`config.mk`:
```
export PLATFORM = sky130hd
export DESIGN_NAME = call_setup_handshake_unit
export DESIGN_NICKNAME = d
export VERILOG_FILES = /design/src/sv/csh_pkg.sv /design/src/sv/call_setup_handshake_unit.sv
export SDC_FILE = /design/constraint.sdc
export NUM_CORES = 1
export LEC_CHECK = 0
export BUFFER_PORTS_ARGS = -buffer_cell sky130_fd_sc_hd__buf_4
export CAP_MARGIN = 20
export CORE_MARGIN = 4
export CORE_UTILIZATION = 34
export DETAILED_ROUTE_END_ITERATION = 8
export SLEW_MARGIN = 0
export SYNTH_ARGS = -nofsm -noshare
export SYNTH_HDL_FRONTEND = slang
export SYNTH_SLANG_ARGS = --single-unit
```
`constraint.sdc`:
```
create_clock -name clk -period 6.1 [get_ports clk]
set_input_delay 1.22 -clock clk [delete_from_list [all_inputs] [get_ports clk]]
set_output_delay 1.22 -clock clk [all_outputs]
set_load 0.02 [all_outputs]
```
`src/sv/csh_pkg.sv`:
```
package csh_pkg;

  typedef enum logic [2:0] {
    OP_CALL    = 3'd0,
    OP_PICK_UP = 3'd1,
    OP_HANG_UP = 3'd2,
    OP_RECEIVE = 3'd3,
    OP_TICK    = 3'd4,
    OP_POLL    = 3'd5
  } op_t;

  typedef enum logic [5:0] {
    ST_IDLE          = 6'b000001,
    ST_CALLING       = 6'b000010,
    ST_CALLER_TALK   = 6'b000100,
    ST_RINGING       = 6'b001000,
    ST_ANSWERING     = 6'b010000,
    ST_CALLEE_TALK   = 6'b100000
  } hs_state_t;

  localparam logic [2:0] CODE_IDLE        = 3'd0;
  localparam logic [2:0] CODE_CALLING     = 3'd1;
  localparam logic [2:0] CODE_CALLER_TALK = 3'd2;
  localparam logic [2:0] CODE_RINGING     = 3'd3;
  localparam logic [2:0] CODE_ANSWERING   = 3'd4;
  localparam logic [2:0] CODE_CALLEE_TALK = 3'd5;

  localparam logic [31:0] PEER_CALLING     = 32'd1;
  localparam logic [31:0] PEER_CALLER_TALK = 32'd2;
  localparam logic [31:0] PEER_ANSWERING   = 32'd4;
  localparam logic [31:0] PEER_CALLEE_TALK = 32'd5;
  localparam logic [31:0] PEER_HANG_UP     = 32'd6;

  localparam logic [63:0] HANG_UP_WORD = 64'd6;

  localparam logic [15:0] RING_MIN   = 16'd5000;
  localparam logic [14:0] ACK_MIN    = 15'd100;
  localparam logic [16:0] SINCE_MAX  = 17'h1FFFF;

  localparam logic [15:0] RING_RESET = 16'd30000;
  localparam logic [14:0] ACK_RESET  = 15'd200;
  localparam logic [15:0] HB_RESET   = 16'd1000;

  localparam int unsigned CFG_IDX_W  = 8;
  localparam int unsigned CFG_DATA_W = 16;

  localparam logic [CFG_IDX_W-1:0] REG_MAX_RINGING   = 8'd0;
  localparam logic [CFG_IDX_W-1:0] REG_ACK_PERIOD    = 8'd1;
  localparam logic [CFG_IDX_W-1:0] REG_HEARTBEAT     = 8'd2;
  localparam logic [CFG_IDX_W-1:0] REG_ALWAYS_ANSWER = 8'd3;

  typedef struct packed {
    logic [2:0]  operation;
    logic        is_response;
    logic [63:0] peer_word;
    logic [15:0] random_id;
  } in_word_t;

  typedef struct packed {
    logic        accepted;
    logic [2:0]  call_state;
    logic        send_is_response;
    logic [63:0] send_word;
  } out_word_t;

  function automatic logic [2:0] state_code(input hs_state_t st);
    logic [2:0] code;
    unique case (st)
      ST_IDLE:        code = CODE_IDLE;
      ST_CALLING:     code = CODE_CALLING;
      ST_CALLER_TALK: code = CODE_CALLER_TALK;
      ST_RINGING:     code = CODE_RINGING;
      ST_ANSWERING:   code = CODE_ANSWERING;
      ST_CALLEE_TALK: code = CODE_CALLEE_TALK;
      default:        code = CODE_IDLE;
    endcase
    return code;
  endfunction

endpackage

```
`src/sv/call_setup_handshake_unit.sv`:
```
// Each taken word's result is registered: in the output register, or in the skid entry if busy.
// Throughput: one word per cycle; a two-entry output buffer keeps the input open for one
// more word while a result waits, so the input stalls only when both entries are full.
// Reset (synchronous, rst_n low): idle state, cleared ids, counters and pending word,
// configuration registers at their defaults, output buffer empty.
module call_setup_handshake_unit
  import csh_pkg::*;
(
  input  logic                  clk,
  input  logic                  rst_n,
  input  logic                  in_valid,
  output logic                  in_stall,
  input  in_word_t              in_data,
  output logic                  out_valid,
  input  logic                  out_stall,
  output out_word_t             out_data,
  input  logic                  cfg_wr_en,
  input  logic [CFG_IDX_W-1:0]  cfg_index,
  input  logic [CFG_DATA_W-1:0] cfg_wdata
);

  logic [15:0] max_ringing_r, max_ringing_nxt;
  logic [14:0] ack_period_r, ack_period_nxt;
  logic [15:0] heartbeat_r, heartbeat_nxt;
  logic        always_answer_r, always_answer_nxt;

  hs_state_t   state_r, state_nxt;
  logic [15:0] own_id_r, own_id_nxt;
  logic [15:0] partner_id_r, partner_id_nxt;
  logic        answer_allowed_r, answer_allowed_nxt;
  logic        send_pending_r, send_pending_nxt;
  logic [63:0] pending_word_r, pending_word_nxt;
  logic [16:0] since_r, since_nxt;
  logic [15:0] send_wait_r, send_wait_nxt;

  logic        out_valid_r, skid_valid_r;
  out_word_t   out_word_r, skid_word_r;
  out_word_t   result;

  logic        in_accept, out_fire;
  logic [15:0] peer_id, mine_id;
  logic [31:0] peer_state;
  logic [15:0] twice_ack, hb_limit, limit;
  logic [1:0]  opt;
  logic [15:0] cfg_v16;
  logic [14:0] cfg_v15;

  assign in_stall  = skid_valid_r;
  assign in_accept = in_valid && !skid_valid_r;
  assign out_valid = out_valid_r;
  assign out_data  = out_word_r;
  assign out_fire  = out_valid_r && !out_stall;

  assign peer_id    = in_data.peer_word[63:48];
  assign mine_id    = in_data.peer_word[47:32];
  assign peer_state = in_data.peer_word[31:0];
  assign twice_ack  = {ack_period_r, 1'b0};
  assign hb_limit   = (heartbeat_r < twice_ack) ? twice_ack : heartbeat_r;
  assign limit      = (state_r == ST_CALLING || state_r == ST_RINGING) ? max_ringing_r : hb_limit;
  assign cfg_v16    = cfg_wdata;
  assign cfg_v15    = cfg_wdata[14:0];

  always_comb begin
    state_nxt          = state_r;
    own_id_nxt         = own_id_r;
    partner_id_nxt     = partner_id_r;
    answer_allowed_nxt = answer_allowed_r;
    send_pending_nxt   = send_pending_r;
    pending_word_nxt   = pending_word_r;
    since_nxt          = since_r;
    send_wait_nxt      = send_wait_r;
    max_ringing_nxt    = max_ringing_r;
    ack_period_nxt     = ack_period_r;
    heartbeat_nxt      = heartbeat_r;
    always_answer_nxt  = always_answer_r;
    opt                = 2'd0;
    result             = '0;

    if (in_accept) begin
      case (in_data.operation)
        OP_CALL: begin
          if (state_r == ST_IDLE) begin
            state_nxt        = ST_CALLING;
            own_id_nxt       = in_data.random_id;
            since_nxt        = '0;
            send_wait_nxt    = '0;
            pending_word_nxt = {in_data.random_id, 16'd0, 29'd0, CODE_CALLING};
            send_pending_nxt = 1'b1;
            result.accepted  = 1'b1;
          end
        end
        OP_PICK_UP: begin
          if (!always_answer_r && state_r == ST_RINGING) begin
            answer_allowed_nxt = 1'b1;
            result.accepted    = 1'b1;
          end
        end
        OP_HANG_UP: begin
          if (state_r != ST_IDLE) begin
            pending_word_nxt = HANG_UP_WORD;
            send_wait_nxt    = '0;
            send_pending_nxt = 1'b1;
            state_nxt        = ST_IDLE;
            result.accepted  = 1'b1;
          end
        end
        OP_RECEIVE: begin
          if (peer_state == PEER_HANG_UP) begin
            state_nxt        = ST_IDLE;
            send_pending_nxt = 1'b0;
            if (!always_answer_r) begin
              answer_allowed_nxt = 1'b0;
            end
          end else begin
            unique case (state_r)
              ST_IDLE: begin
                if (!in_data.is_response && peer_state == PEER_CALLING) begin
                  own_id_nxt = in_data.random_id;
                  state_nxt  = ST_RINGING;
                  since_nxt  = '0;
                end
              end
              ST_CALLING: begin
                if (in_data.is_response && mine_id == own_id_r &&
                    peer_state == PEER_ANSWERING) begin
                  state_nxt = ST_CALLER_TALK;
                  opt       = 2'd1;
                end
              end
              ST_CALLER_TALK: begin
                if (in_data.is_response && mine_id == own_id_r &&
                    peer_state == PEER_CALLEE_TALK) begin
                  opt = 2'd2;
                end
              end
              ST_RINGING: begin
                if (!in_data.is_response && answer_allowed_r &&
                    peer_state == PEER_CALLING) begin
                  state_nxt = ST_ANSWERING;
                  opt       = 2'd1;
                end
              end
              ST_ANSWERING, ST_CALLEE_TALK: begin
                if (!in_data.is_response && mine_id == own_id_r &&
                    peer_state == PEER_CALLER_TALK) begin
                  state_nxt = ST_CALLEE_TALK;
                  opt       = 2'd2;
                end
              end
              default: begin
              end
            endcase
            if (opt != 2'd0) begin
              since_nxt        = '0;
              send_wait_nxt    = (opt == 2'd2) ? {1'b0, ack_period_r} : 16'd0;
              partner_id_nxt   = peer_id;
              pending_word_nxt = {own_id_r, peer_id, 29'd0, state_code(state_nxt)};
              send_pending_nxt = 1'b1;
            end
          end
        end
        OP_TICK: begin
          if (send_wait_r != 16'd0) begin
            send_wait_nxt = send_wait_r - 16'd1;
          end
          if (since_r != SINCE_MAX) begin
            since_nxt = since_r + 17'd1;
          end
          if (state_r != ST_IDLE && since_nxt > {1'b0, limit}) begin
            state_nxt        = ST_IDLE;
            pending_word_nxt = HANG_UP_WORD;
            send_wait_nxt    = '0;
            send_pending_nxt = 1'b1;
            if (!always_answer_r) begin
              answer_allowed_nxt = 1'b0;
            end
          end
        end
        OP_POLL: begin
          if (send_pending_r && send_wait_r == 16'd0) begin
            result.send_is_response = (state_r != ST_CALLING && state_r != ST_CALLER_TALK);
            result.send_word        = pending_word_r;
            result.accepted         = 1'b1;
            if (state_r == ST_CALLING) begin
              send_wait_nxt = {1'b0, ack_period_r};
            end else begin
              send_pending_nxt = 1'b0;
            end
          end
        end
        default: begin
        end
      endcase
      result.call_state = state_code(state_nxt);
    end

    if (cfg_wr_en) begin
      unique case (cfg_index)
        REG_MAX_RINGING:   max_ringing_nxt = (cfg_v16 < RING_MIN) ? RING_MIN : cfg_v16;
        REG_ACK_PERIOD:    ack_period_nxt  = (cfg_v15 < ACK_MIN) ? ACK_MIN : cfg_v15;
        REG_HEARTBEAT:     heartbeat_nxt   = cfg_v16;
        REG_ALWAYS_ANSWER: begin
          always_answer_nxt  = cfg_wdata[0];
          answer_allowed_nxt = cfg_wdata[0];
        end
        default: begin
        end
      endcase
    end
  end

  always_ff @(posedge clk) begin
    if (!rst_n) begin
      max_ringing_r    <= RING_RESET;
      ack_period_r     <= ACK_RESET;
      heartbeat_r      <= HB_RESET;
      always_answer_r  <= 1'b0;
      state_r          <= ST_IDLE;
      own_id_r         <= '0;
      partner_id_r     <= '0;
      answer_allowed_r <= 1'b0;
      send_pending_r   <= 1'b0;
      pending_word_r   <= '0;
      since_r          <= '0;
      send_wait_r      <= '0;
    end else begin
      max_ringing_r    <= max_ringing_nxt;
      ack_period_r     <= ack_period_nxt;
      heartbeat_r      <= heartbeat_nxt;
      always_answer_r  <= always_answer_nxt;
      state_r          <= state_nxt;
      own_id_r         <= own_id_nxt;
      partner_id_r     <= partner_id_nxt;
      answer_allowed_r <= answer_allowed_nxt;
      send_pending_r   <= send_pending_nxt;
      pending_word_r   <= pending_word_nxt;
      since_r          <= since_nxt;
      send_wait_r      <= send_wait_nxt;
    end
  end

  always_ff @(posedge clk) begin
    if (!rst_n) begin
      out_valid_r  <= 1'b0;
      skid_valid_r <= 1'b0;
    end else if (skid_valid_r) begin
      if (out_fire) begin
        out_word_r   <= skid_word_r;
        skid_valid_r <= 1'b0;
      end
    end else if (in_accept) begin
      if (out_valid_r && !out_fire) begin
        skid_word_r  <= result;
        skid_valid_r <= 1'b1;
      end else begin
        out_word_r  <= result;
        out_valid_r <= 1'b1;
      end
    end else if (out_fire) begin
      out_valid_r <= 1'b0;
    end
  end

endmodule

```
==> qor.yml, run 1 <==
status:
  status: "completed"
power_and_ir_drop:
  comb_power_share: 0.106
  seqPwrFrac: 0.455
  p_leak_nw: 5.64
  p_switching_mw: 0.866
  ir_drop_mv: 0.191
  power.density_nw_per_um2: 243
  intPower_mw: 2.61
  p_sw_frac: 0.249
  p_clk_frac: 0.439
synthesis:
  syn_area_per_cell_um2: 9.25
  synth_edf_count: 80
  yosysSeqAreaShare: 0.438
  ys_warn_count: 0
  synth_top_flop_cell: "dfxtp_1"
  synthCells: 1295
  ys_types: 77
  synth_largest_area_cell: "dfxtp_1"
  synth-seq-cells: 222
  ys_top_cells_by_area: "dfxtp_1 (24%), edfxtp_1 (20%), nand2_1 (4.2%), a21oi_1 (4.0%), mux2_2 (3.7%)"
  synth_top_area_share: 0.237
  ys_async_sr_fraction: 0
  syn_area_um2: 12000
die:
  num_rows: 68
  core_area_um2: 34600
  die_x_um: 196
  initial_core_util: 0.346
  io_pins: 184
  die_h_um: 196
  dieArea_um2: 38300
placement:
  place_congestion: 0.891
  dp_hpwl_um: 23200
  place_area_um2: 13400
  port_buffers: 154
worst_setup_path:
  crit_type: "flop to flop"
  worstSetupStartpointType: "flop"
  cp.required_ns: 6.53
  arrival_ns: 6.15
  path_max_fanout: 32
  timing.rr.start: "ack_period_r[1]"
  reg2regPathDepth: 21
  rrSetupSlack_ns: 0.38
  r2r_end: "send_wait_r[15]"
  end_kind: "flop"
clocking:
  path_clk_slew_ns: 0.06
  cts_sinks: 222
  cts_hold_buffers: 0
  root_buffer: "clkbuf_16"
  clk_latency_ns: 0.54
  cts_made_buffers: 25
  cts_buffer_depth: 3
  cts_tree: "done"
  ctsHtreeMaxLevel: 1
drt:
  wl_per_cell_um: 17.5
  drc_errors: 0
  firstDrtPassIters: 5
  antenna_left: 0
  drt_wl_total_um: 33000
  viasPerCell: 5.30
  drt_iter0_drc: 788
  routed-via-count: 10000
sta:
  post-route-period-util: 0.938
  slew_viol_final: 0
  setup-tns-final_ns: 0
  setup_viol: 0
  fmax_mhz: 175
  max_slew_margin: 0.240
  grt_setup_unrepaired: "no"
  worstMarginPinSlew_ns: 1.14
  period_needed_ns: 5.72
  clock_skew_ns: 0.0102
  hold_viol: 0
grt:
  grt-ovfl-total: 0
  grt_use_met3: 0.0304
  grt_usage: 0.164
  busiest_layer: "met2"
  grt_pass1_wl_um: 52100
  antenna_found_initial: 1
  grtUsageMet1: 0.233
  grt_pass1_vias: 9530
  met2_usage: 0.258
  grt_max_degree: 78
layout:
  final_nets: 1563
  post-route-util: 0.413
  nFillCells: 3407
  register_area_um2: 5250
  synthToLayoutAreaGrowth_pct: 19.3
  drive_gt1_frac: 0.207
  fin_area_um2: 14300
  insertedDiodeCount: 0
  multi_input_area_um2: 6170
min_path:
  whs_path_depth: 2
  worstHoldPathType: "flop to flop"
  min_from: "pending_word_r[45]"
  hold_path_end: "pending_word_r[45]"
flow_run:
  max_cap_violations: 0
[Yosys cell counts, types with 7 or more instances]
library cell and count:
nor2b_1 7, a221oi_1 17, edfxtp_1 80, nand4_1 10
nand3b_1 11, nand2b_1 37, nand3_1 53, a21o_1 11
inv_1 42, clkbuf_1 63, a31oi_1 17, buf_4 32
nor4_1 8, dfxtp_1 142, a22o_1 16, a21oi_1 95
ha_1 32, a22oi_1 7, nor3_1 60, and2_1 40
xnor2_1 26, nor4_2 9, o211ai_1 10, xor2_1 22
nor2_1 101, nand2_1 133, o21ai_0 26, mux2i_1 19
and3_1 8, mux2_2 39, buf_2 7, o31ai_1 16
[cell usage in the layout, fill, tap and decap left out, types with 8 or more instances in the layout]
cell type  netlist  layout
a21o_1          11      11
a21oi_1         95      95
a221oi_1        17      16
a22o_1          16      16
a31oi_1         17      17
and2_1          40      40
and3_1           8       8
buf_4           32     172
clkbuf_16        0      25
conb_1           1      29
dfxtp_1        142     141
edfxtp_1        80      80
ha_1            32      32
inv_1           42      42
mux2_2          39      39
mux2i_1         19      19
nand2_1        133     133
nand2b_1        37      37
nand3_1         53      53
nand3b_1        11      11
nand4_1         10      10
nor2_1         101      99
nor3_1          60      59
nor4_2           9      10
o211ai_1        10      10
o21ai_0         26      26
o31ai_1         16      16
xnor2_1         26      26
xor2_1          22      22
[power by group through the flow]
stage / clock (mW) / sequential, mW / combinational [mW]
CTS: 1.55 / 1.58 / 0.369
finish: 1.53 / 1.58 / 0.370
global placement: 0 / 1.61 / 0.364
detailed placement: 0 / 1.61 / 0.369
floorplan: 0 / 1.62 / 0.224
global route: 1.62 / 1.58 / 0.404
[through the flow]
stage                     power (mW)  instances  hold WS [ns]  setup slack, ns
after floorplan                 1.84       1323         0.427             1.14
after global placement          1.98       1845         0.434            0.483
after detailed placement        1.98       1845         0.440            0.240
after CTS                       3.50       1891         0.448            0.212
after global routing            3.61       1892         0.470           0.0844
final                           3.47       1892         0.446            0.375
[cells by family after synthesis]
family / synth area share
muxes: 0.0526
buffers and inverters: 0.0590
and+or+nand+nor: 0.232
DFF: 0.438
xor gates and xnor gates: 0.0351
AOI/OAI and AO/OA: 0.150
adders and majority gates: 0.0334
other: 0.000313
[how the worst max path moves through the flow]
stage / slack, ns / startpoint / cells after the start / to
2_1_floorplan: 1.14 / ack_period_r[1] / 22 / out_data[66]
3_3_place_gp: 0.48 / ack_period_r[1] / 22 / send_wait_r[15]
3_5_place_dp: 0.24 / ack_period_r[1] / 21 / send_wait_r[15]
4_1_cts: 0.21 / ack_period_r[1] / 21 / send_wait_r[15]
5_1_grt: 0.08 / ack_period_r[1] / 22 / send_wait_r[15]
6_report: 0.38 / ack_period_r[1] / 21 / send_wait_r[15]
[per-layer routing]
layer / share of wire / routed length (um)
met3: 0.069 / 2260
met2: 0.45 / 14900
met4: 0.021 / 709
met5: 0.00039 / 13
met1: 0.46 / 15100
[what timing repair did]
action / in CTS / in global routing
resized for setup: 0 / 2
endpoints found under the setup margin: 0 / 16
setup buffers: 0 / 0
[registers in the layout, indices dropped and copies added (netlist names)]
name	cells
pending_word_r	35
since_r	17
send_wait_r	16
heartbeat_r	16
send_pending_r	1
out_data	40
answer_allowed_r	1
skid_word_r	40
out_valid	1
max_ringing_r	16
ack_period_r	15
state_r	6
in_stall	1
always_answer_r	1
own_id_r	16
[cell type report]
cell class,instances,share of cell area
flip-flops and latches,222,0.367
well taps,455,0.0398
clock buffers,33,0.0466
multi-input cells,953,0.432
clock inverters,13,0.0114
repair buffers,173,0.0918
inverters,43,0.0114
[worst max-delay path: stages (launching register included)]
cell and delay [ns]:
dfxtp_1 0.38, inv_1 0.06, ha_1 0.28, a21o_1 0.16, a21o_1 0.17, a21o_1 0.17, a21o_1 0.16, a2111oi_1 0.61
or4_4 0.31, a31oi_1 0.10, o31ai_1 0.36, ha_1 0.31, a21oi_1 0.13, o21ai_0 0.10, a2111oi_0 0.46, o2111a_1 0.37
o21a_1 0.32, buf_4 0.28, nand2_1 0.07, and4bb_2 0.39, and3_1 0.24, o21a_1 0.17
Power figures use the tool's default switching activity.
==> run 2, diff against run 1 <==
Settings changed: CORE_MARGIN 4 to 1.
==> qor.yml, run 2 (synthesis results as in run 1) <==
status:
  status: "completed"
power_and_ir_drop:
  power.density_nw_per_um2: 234  # -3.8%
  p_switching_mw: 0.840  # -3.0%
  p_leak_nw: 5.60  # -0.68%
  comb_power_share: 0.111  # +0.005
  ir_drop_mv: 0.217  # +14%
  p_total_mw: 3.32  # -4.5%
  p_sw_frac: 0.253  # +0.00384
  seqPwrFrac: 0.476  # +0.021
  p_clk_frac: 0.414  # -0.025
  intPower_mw: 2.48  # -4.9%
placement:
  port_buffers: 154  # unchanged
  place_area_um2: 13400  # about the same
  dp_hpwl_um: 22100  # -5.1%
  place_congestion: 0.868  # -2.5%
worst_setup_path:
  crit_type: "flop to flop"
  cp.required_ns: 6.37  # -0.16 ns
  path_cells: "inv_1 -> ha_1 -> a21o_1 -> a21o_1 -> a21o_1 -> a21o_1 -> a2111oi_0 -> nor4_2 -> buf_4 -> nor3_1 -> o31ai_1 -> ha_1 -> a21oi_1 -> nor2_1 -> o41ai_1 -> o2111a_1 -> o21a_1 -> o32ai_1 -> nor2b_1 -> and4_1 -> mux2_2"
  path_max_fanout: 9  # -72%
  slowest_delay_ns: 0.65  # +0.04 ns
  rrSetupSlack_ns: 0.49  # +0.11 ns
  end_kind: "flop"
  crit_top_cell: "a21o_1"
  arrival_ns: 5.88  # -0.27 ns
  worstSetupStartpointType: "flop"
  crit_buf_inv: 2  # unchanged
  crit_slowest_cell: "a2111oi_0"
  crit_family: "compound AO/OA/AOI/OAI gates"
die:
  initial_core_util: 0.346  # unchanged
  num_rows: 68  # unchanged
  core_area_um2: 34600  # unchanged
  die_x_um: 190  # -3.1%
  io_pins: 184  # unchanged
  die_h_um: 190  # -3.1%
  dieArea_um2: 36000  # -6.0%
clocking:
  cts_made_buffers: 24  # -4.0%
  cts_sinks: 222  # unchanged
  clk_latency_ns: 0.53  # about the same
  root_buffer: "clkbuf_16"
  cts_tree: "done"
  path_clk_slew_ns: 0.06  # about the same
  cts_buffer_depth: 3  # unchanged
  ctsHtreeMaxLevel: 1  # unchanged
drt:
  antenna_left: 0  # unchanged
  routed-via-count: 9881  # -1.4%
  wl_per_cell_um: 16.9  # -3.5%
  drt_iter0_drc: 676  # -14%
  firstDrtPassIters: 5  # unchanged
  drc_errors: 0  # unchanged
  drt_wl_total_um: 31800  # -3.6%
  viasPerCell: 5.23  # -1.3%
layout:
  final_common_cell: "buf_4"
  multi_input_area_um2: 6160  # -0.10%
  nFillCells: 3443  # +1.1%
  register_area_um2: 5250  # unchanged
  final_nets: 1561  # -0.13%
  fin_area_um2: 14200  # -0.71%
  drive_gt1_frac: 0.206  # -0.000675
  mostFrequentLayoutCells: "buf_4 (171), dfxtp_1 (141), nand2_1 (133)"
  synthToLayoutAreaGrowth_pct: 18.5
grt:
  grt_usage: 0.174  # +0.0103
  grt-ovfl-total: 0  # unchanged
  antenna_found_initial: 2  # +1
  grt_pass1_vias: 9396  # -1.4%
  grt_pass1_wl_um: 50600  # -2.8%
  grt_max_degree: 74  # -5.1%
sta:
  fmax_mhz: 178  # +2.0%
  clock_skew_ns: 0.0164  # +0.00614 ns
  hold_viol: 0  # unchanged
  grt_setup_unrepaired: "no"
  max_slew_margin: 0.256  # +0.0156
  post-route-period-util: 0.920  # -0.0185
  slew_viol_final: 0  # unchanged
  setup-tns-final_ns: 0  # unchanged
  period_needed_ns: 5.61  # -0.113 ns
  setup_viol: 0  # unchanged
  worstMarginPinSlew_ns: 1.11  # -0.0278 ns
flow_run:
  max_cap_violations: 0  # unchanged
min_path:
  worstHoldPathType: "flop to flop"
## run 2: worst reg2reg max path, delay by kind of cell, from the launching register on
kind,cells,cell delay [ns]
adder cells (fa/ha/maj),2,0.60
multiplexers,1,0.26
flip-flops,1,0.38
AND/OR/NAND/NOR,5,0.97
AO/OA/AOI/OAI,11,2.83
buffers and inverters,2,0.29
## run 2: final timing paths
kind | to | cells past startpoint | start
max | out_data[66] | 21 | ack_period_r[1]
min | pending_word_r[34] | 2 | pending_word_r[34]
max reg2reg | out_data[66] | 21 | ack_period_r[1]
min reg2reg | pending_word_r[34] | 2 | pending_word_r[34]
## run 2: per-layer routing
| metal | global-route usage | vias up | part of all wire |
|---|---|---|---|
| met5 | 0 | - | 0 |
| met4 | 0.0416 | 0 | 0.016 |
| met3 | 0.0279 | 38 | 0.060 |
| met2 | 0.284 | 282 | 0.46 |
| met1 | 0.239 | 4708 | 0.47 |
| li1 | - | 4853 | - |
## run 2: what timing repair did
item                                    4_1_cts  5_1_grt
hold endpoints to repair                      0        0
gates resized for setup                       0        1
hold buffers                                  0        0
buffers inserted                              0        0
endpoints found under the setup margin        0       18
## run 2: cell type report
cell class	instances	area share
multi-input cells	953	0.435
inverters	43	0.0115
flip-flops and latches	222	0.370
diodes	2	0.000353
clock buffers	32	0.0474
repair buffers	172	0.0919
well taps	455	0.0401
clock inverters	10	0.00450
## run 2: stage by stage
step / hold WS, ns / std cells / worst slack, ns / util
floorplan: 0.427 / 1323 / 1.14 / -
global placement: 0.433 / 1844 / 0.518 / 0.388
detailed placement: 0.440 / 1845 / 0.330 / 0.388
CTS: 0.448 / 1887 / 0.320 / 0.409
global route: 0.463 / 1889 / 0.103 / 0.410
finish: 0.443 / 1889 / 0.488 / 0.410
## run 2: power groups by stage
stage | registers (mW) | logic (mW) | clock network (mW)
6_report | 1.58 | 0.368 | 1.37
5_1_grt | 1.58 | 0.401 | 1.46
4_1_cts | 1.58 | 0.369 | 1.40
3_5_place_dp | 1.61 | 0.368 | 0
3_3_place_gp | 1.61 | 0.364 | 0
2_1_floorplan | 1.62 | 0.224 | 0
==> run 3, diff against run 2 <==
Clock period 6.1 ns to 5.85 ns, I/O delays scaled along.
==> qor.yml, run 3 (synthesis results as in run 1) <==
die:
  num_rows: 68  # unchanged
  die_x_um: 190  # unchanged
  die_h_um: 190  # unchanged
  io_pins: 184  # unchanged
  core_area_um2: 34600  # unchanged
  dieArea_um2: 36000  # unchanged
  initial_core_util: 0.346  # unchanged
layout:
  mostFrequentLayoutCells: "buf_4 (180), dfxtp_1 (141), nand2_1 (133)"
  post-route-util: 0.415  # +0.00556
  nFillCells: 3413  # -0.87%
  synthToLayoutAreaGrowth_pct: 20.1
  fin_area_um2: 14400  # +1.4%
  drive_gt1_frac: 0.216  # +0.0101
  final_nets: 1570  # +0.58%
  final_cells: 1900  # +0.58%
  final_common_cell: "buf_4"
drt:
  drc_errors: 0  # unchanged
  antenna_left: 0  # unchanged
  drt_iter0_drc: 705  # +4.3%
  wl_per_cell_um: 17.0  # +0.67%
  routed-via-count: 10000  # +1.4%
  firstDrtPassIters: 5  # unchanged
  viasPerCell: 5.27  # +0.79%
  drt_wl_total_um: 32200  # +1.3%
placement:
  place_area_um2: 13500  # +0.30%
  dp_hpwl_um: 22700  # +3.1%
  port_buffers: 154  # unchanged
  place_congestion: 0.856  # -1.4%
  preCtsSetupSlack_ns: 0.290  # -0.0406 ns
  dp_cells: 1852  # +0.38%
clocking:
  ctsHtreeMaxLevel: 1  # unchanged
  cts_hold_buffers: 0  # unchanged
  cts_made_buffers: 25  # +4.2%
  root_buffer: "clkbuf_16"
  cts_sinks: 222  # unchanged
  post_cts.repair.setup_buffers: 0  # unchanged
  cts_tree: "done"
  cts-resized-gates: 0  # unchanged
  path_clk_slew_ns: 0.06  # about the same
  clk_latency_ns: 0.54  # about the same
  cts_buffer_depth: 3  # unchanged
worst_setup_path:
  cp.required_ns: 6.14  # -0.23 ns
  crit_type: "flop to flop"
  crit_buf_inv: 3  # +1
  crit_top_cell: "a21o_1"
  crit_slowest_cell: "o311ai_0"
  arrival_ns: 5.75  # -0.13 ns
  slowest_delay_ns: 0.48  # -0.17 ns
  worstSetupStartpointType: "flop"
  end_kind: "flop"
  path_cells: "inv_1 -> ha_1 -> a21o_1 -> a21o_1 -> a21o_1 -> a21o_1 -> a2111oi_1 -> buf_4 -> or4_1 -> buf_4 -> a31oi_1 -> o31ai_1 -> ha_1 -> nand3_1 -> or2_2 -> o2111a_2 -> o311ai_0 -> nand3_1 -> xor2_1 -> and4_1 -> mux2_2"
  crit_family: "compound AO/OA/AOI/OAI gates"
  path_max_fanout: 10  # +1
status:
  status: "completed"
sta:
  period_needed_ns: 5.46  # -0.148 ns
  hold_slack_ns: 0.445  # +0.00160 ns
  grt_setup_unrepaired: "no"
  clock_skew_ns: 0.0133  # -0.00308 ns
  worstMarginPinSlew_ns: 0.972  # -0.136 ns
  post-route-period-util: 0.934  # +0.0140
  layout_setup_ws_ns: 0.386  # -0.102 ns
  setup_viol: 0  # unchanged
  max_slew_margin: 0.347  # +0.0914
  slew_viol_final: 0  # unchanged
  fmax_mhz: 183  # +2.7%
  setup-tns-final_ns: 0  # unchanged
  hold_viol: 0  # unchanged
grt:
  grt_usage: 0.177  # +0.00331
  grt_pass1_vias: 9566  # +1.8%
  grt_pass1_wl_um: 51700  # +2.1%
  grt-ovfl-total: 0  # unchanged
  grt_max_degree: 76  # +2.7%
  antenna_found_initial: 1  # -1
power_and_ir_drop:
  p_switching_mw: 0.909  # +8.3%
  p_leak_nw: 5.70  # +1.7%
  comb_power_share: 0.104  # -0.007
  p_sw_frac: 0.247  # -0.00571
  power.density_nw_per_um2: 256  # +9.3%
  intPower_mw: 2.77  # +12%
  p_total_mw: 3.68  # +11%
  p_clk_frac: 0.448  # +0.034
  seqPwrFrac: 0.449  # -0.027
  ir_drop_mv: 0.188  # -13%
min_path:
  worstHoldPathType: "flop to flop"
flow_run:
  max_cap_violations: 0  # unchanged
run 3: routing by layer:
metal / track usage / part of all wire / vias to the layer above / wire length [um]
met3: 0.0232 / 0.055 / 48 / 1770
met5: 0 / 0 / - / 0
met2: 0.291 / 0.46 / 324 / 14700
li1: - / - / 4882 / -
met4: 0.0462 / 0.022 / 0 / 700
met1: 0.244 / 0.47 / 4763 / 15000
run 3: final timing paths:
path	startpoint	end	slack [ns]	depth (start not counted)
hold reg to reg	pending_word_r[44]	pending_word_r[44]	0.44	2
hold / removal	pending_word_r[44]	pending_word_r[44]	0.44	2
setup / recovery	ack_period_r[1]	out_data[66]	0.39	21
setup reg to reg	ack_period_r[1]	out_data[66]	0.39	21
run 3: final cells by class:
type                            count  area, um2  area share
Antenna cell                        1       2.50    0.000174
Clock buffer                       32        702      0.0488
Clock inverter                     14        173      0.0120
Inverter                           43        163      0.0113
Multi-Input combinational cell    953       6170       0.429
Sequential cell                   222       5250       0.365
Tap cell                          455        569      0.0396
Timing Repair Buffer              180       1350      0.0940
run 3: power by group through the flow:
stage	clock [mW]	sequential [mW]	combinational (mW)
after floorplan	0	1.69	0.234
after global placement	0	1.68	0.376
after detailed placement	0	1.68	0.381
after CTS	1.69	1.65	0.381
after global routing	1.74	1.65	0.415
final	1.65	1.65	0.381
run 3: worst min-delay path, cell delays in order (launching register included):
cell and delay, ns:
dfxtp_1 0.30, nand2_1 0.05, a21oi_1 0.05
